### src/design/thtemp_smul.sv
// Pipelined signed multiply with right shift, truncated toward zero, in four partial products.
module thtemp_smul #(
  parameter int AW = 38,
  parameter int BW = 38,
  parameter int SH = 32,
  parameter int OW = 44
) (
  input  logic                 clk,
  input  logic                 en,
  input  logic signed [AW-1:0] a,
  input  logic signed [BW-1:0] b,
  output logic signed [OW-1:0] p
);

  localparam int HA = (AW + 1) / 2;
  localparam int HB = (BW + 1) / 2;
  localparam int PW = AW + BW;

  logic [AW-1:0] ma_r;
  logic [BW-1:0] mb_r;
  logic [4:0]    neg_r;

  logic [HA+HB-1:0]           p00_r;
  logic [HA+BW-HB-1:0]        p01_r;
  logic [AW-HA+HB-1:0]        p10_r;
  logic [AW-HA+BW-HB-1:0]     p11_r;
  logic [HA+HB-1:0]           p00b_r;
  logic [AW-HA+BW-HB-1:0]     p11b_r;
  logic [AW-HA+BW-HB-1:0]     p11c_r;
  logic [PW-1:0]              mid_r;
  logic [PW-1:0]              low_r;
  logic [PW-1:0]              full_r;
  logic [OW-1:0]              mag;

  assign mag = full_r[SH +: OW];

  always_ff @(posedge clk) begin
    if (en) begin
      // magnitudes and sign
      ma_r     <= a[AW-1] ? (~a + 1'b1) : a;
      mb_r     <= b[BW-1] ? (~b + 1'b1) : b;
      neg_r[0] <= a[AW-1] ^ b[BW-1];
      // partial products
      p00_r <= (HA+HB)'(ma_r[HA-1:0]) * (HA+HB)'(mb_r[HB-1:0]);
      p01_r <= (HA+BW-HB)'(ma_r[HA-1:0]) * (HA+BW-HB)'(mb_r[BW-1:HB]);
      p10_r <= (AW-HA+HB)'(ma_r[AW-1:HA]) * (AW-HA+HB)'(mb_r[HB-1:0]);
      p11_r <= (AW-HA+BW-HB)'(ma_r[AW-1:HA]) * (AW-HA+BW-HB)'(mb_r[BW-1:HB]);
      neg_r[1] <= neg_r[0];
      // combine
      mid_r    <= (PW'(p01_r) << HB) + (PW'(p10_r) << HA);
      p00b_r   <= p00_r;
      p11b_r   <= p11_r;
      neg_r[2] <= neg_r[1];
      low_r    <= PW'(p00b_r) + mid_r;
      p11c_r   <= p11b_r;
      neg_r[3] <= neg_r[2];
      full_r   <= low_r + (PW'(p11c_r) << (HA + HB));
      neg_r[4] <= neg_r[3];
      // shift, then restore the sign
      p <= neg_r[4] ? (~mag + 1'b1) : mag;
    end
  end

endmodule

### config.mk
export PLATFORM = sky130hd
export DESIGN_NAME = thtemp_smul
export DESIGN_NICKNAME = d
export VERILOG_FILES = /design/src/design/thtemp_smul.sv
export SDC_FILE = /design/constraint.sdc
export NUM_CORES = 2
export LEC_CHECK = 0
export BUFFER_PORTS_ARGS = -buffer_cell sky130_fd_sc_hd__buf_2
export CAP_MARGIN = 40
export CORE_UTILIZATION = 30
export DETAILED_ROUTE_END_ITERATION = 12
export HOLD_SLACK_MARGIN = 0.05
export PLACE_DENSITY = 0.53
export SKIP_CTS_REPAIR_TIMING = 1
export SLEW_MARGIN = 10
export SYNTH_ARGS = -nofsm -noshare
export SYNTH_HDL_FRONTEND = slang
export SYNTH_SLANG_ARGS = --single-unit
### constraint.sdc
create_clock -name clk -period 9.2 [get_ports clk]
set_input_delay 0.46 -clock clk [delete_from_list [all_inputs] [get_ports clk]]
set_output_delay 0.46 -clock clk [all_outputs]
set_load 0.01 [all_outputs]
==> impl_results.md <==
* TNS Setup at 0 ns
* Synth-to-layout area growth at 9.80%
* Top_reg_cell synth: edfxtp_1
* Placer Congestion at 0.883
* CP Capture Type: flop
* Max-slew headroom at 28.5%
* Full die area at 226,000 sq um
* Cell area after synthesis at 67,200 sq um
* DRC at 0
* Post-DRT Antenna Nets at 0
* R2r endpoint: p01_r[26]$_DFFE_PP_
* Startpoint Class: flop
* Post-synth top area share at 34.3%
* Site Rows at 173
* Worst Hold Path Cells at 2
* WS Path Type: reg -> reg
* Final cell utilization of the core at 33.2%
* H-tree depth at 2
* Most instantiated cells after synthesis: 1,473 x inv_1, 1,153 x fa_1, 791 x nand2_1
* Clock buffer depth at 3
* Wire length per cell at 18.6 microns
* Final hold violation count at 0
* Clock skew at 0.0329 ns
* Grt ovf at 0
* Largest regs: full_r: 44 flops, p: 44 flops, mid_r: 39 flops
* Synth cell types at 66
* Cts bufs inserted at 54
* Clock Sinks at 463
* RSZ-0062 raised after global routing: no
* Net Count, Synth at 8,601
* CP top delay family: adder cells
* CP max stage cell: edfxtp_1
* Most common cell on crit path: fa_1
* Syn Area/Cell at 9.88 sq um
* Crit-path max cell delay at 0.71 ns
* Routed via count at 45,200
* Area of the core at 223,000 sq um
* 1st-iter DRT viols at 3,040
* Hold wc startpoint: a[32]
* Mapped Cells at 6,802
* First-pass GRT wire length at 285,000 microns
* Clk Latency, worst-skew pair at 0.69 ns
* Status: complete, no violations
* Worst Hold Endpoint: ma_r[32]$_DFFE_PP_
* DRT Pass-1 Iters at 5
* Worst reg-to-reg setup slack at 1.50 ns
* Crit-path cells: buf_4, and2_1, fa_1, fa_1, inv_1, fa_1, inv_1, fa_1, inv_1, fa_1, fa_1, inv_1, ha_1, a21o_1, nor3_1, o21ai_0, a32oi_1, o21ai_0, a2111oi_0, nor3_1, o21a_1, o41ai_1, xnor2_1
* Area leader, netlist: fa_1
* Minimum clock period after layout at 7.70 ns
* Clock-pin slew on the worst setup and hold paths at 0.08 ns
* Post-synth EDFFs at 463
* Vias/cell at 4.59
* Boundary Pins at 122
* CP required at 9.61 ns
* Final setup viols at 0
* Crit path depth at 23
* Ys async rst share at 0%
* Synth top area cells: fa_1 34%, edfxtp_1 21%, ha_1 11%
* IO Port Bufs at 121
* Max frequency at 130 MHz
* Slew @ Worst Pin at 1.07 ns
* GR Util All Layers at 16.4%
* Yosys reg bits at 463
* Initial core utilization at 30.2%
* Share of layout cells above drive strength 1 at 5.85%
* Yosys warns at 0
* Top-count cell post-synth: inv_1
* Critical path peak fanout at 20
* FF-to-FF Start: mb_r[23]$_DFFE_PP_
* Hpwl dp at 146,000 microns
* R2R cell count at 23
* Max-slew violation count at 0
* TritonCTS clock tree: done
* Final Cycle Share at 83.6%
* Max-cap violations at 0
* Root Buffer: clkbuf_16
* Initial antenna violation count at 28
* Worst path bufs/invs at 5
* Die Wd at 475 microns
* Final WL at 183,000 microns
* Largest net degree at the start of global routing at 142
* Register area share after synthesis at 20.7%
* # nets final at 8,613
* Worst Path Arrival at 8.11 ns
* Worst Hold Class: in -> reg
* Number of global-route vias before repair at 48,600
* DIE HEIGHT at 475 microns
routing by layer:
layer,track usage [%],share of wire (%),up-vias
met1,22.8,46,22800
met4,5.66,3.2,0
met5,0,0,-
li1,-,-,20800
met2,26.0,45,1286
met3,2.34,5.8,235
kinds of logic (layout without fill, tap and decap cells):
kind of cell,after synthesis,in the layout,synth area share (%)
DFF,463,463,20.7
and+or+nand+nor,1909,1909,14.5
AOI/OAI and AO/OA,581,581,5.58
other,0,17,0
buffers and inverters,1802,1858,10.1
xor gates and xnor gates,326,326,4.25
adders and majority gates,1721,1721,44.9
how the worst max path moves through the flow:
stage | end | slack, ns | from
5_1_grt | p00_r[37]$_DFFE_PP_ | 1.08 | mb_r[9]$_DFFE_PP_
2_1_floorplan | p11_r[33]$_DFFE_PP_ | 2.53 | mb_r[20]$_DFFE_PP_
3_3_place_gp | p00_r[37]$_DFFE_PP_ | 1.54 | mb_r[3]$_DFFE_PP_
3_5_place_dp | p01_r[26]$_DFFE_PP_ | 1.51 | mb_r[23]$_DFFE_PP_
4_1_cts | p01_r[26]$_DFFE_PP_ | 1.51 | mb_r[23]$_DFFE_PP_
6_report | p01_r[26]$_DFFE_PP_ | 1.50 | mb_r[23]$_DFFE_PP_
through the flow:
stage	worst slack [ns]	instances	area (sq um)	hold slack, ns
after floorplan	2.53	6802	67200	0.400
after global placement	1.54	9696	71300	0.403
after detailed placement	1.51	9729	71900	0.405
after CTS	1.51	9829	73700	-0.0173
after global routing	1.08	9844	73800	0.0822
final	1.50	9850	73800	0.0914
placed cells by master (no fill, tap or decap), drive strengths merged, types with 20 or more instances in the layout:
cell	n
and2	786
and3	28
clkinv	22
nor2	84
clkbuf	64
nand2b	29
inv	1478
xor2	76
ha	568
o21ai	121
o31ai	41
nand2	791
a31oi	20
buf	281
fa	1153
a21o	96
o21a	20
o21bai	27
xnor2	250
nand3	49
nor3	24
nor2b	21
edfxtp	463
a21oi	159
layout make-up:
cell class              count  area [sq um]
flip-flops and latches    463         13900
inverters                1473          5530
clock buffers              63          1390
well taps                2975          3720
repair buffers            285          2230
clock inverters            37           444
multi-input cells        4537         46600
fillers                 23000        149000
diodes                     17          42.5
Power is left out: the tool's default activity adds up to more than one toggle a clock period on the data nets, which glitch-free logic cannot reach.
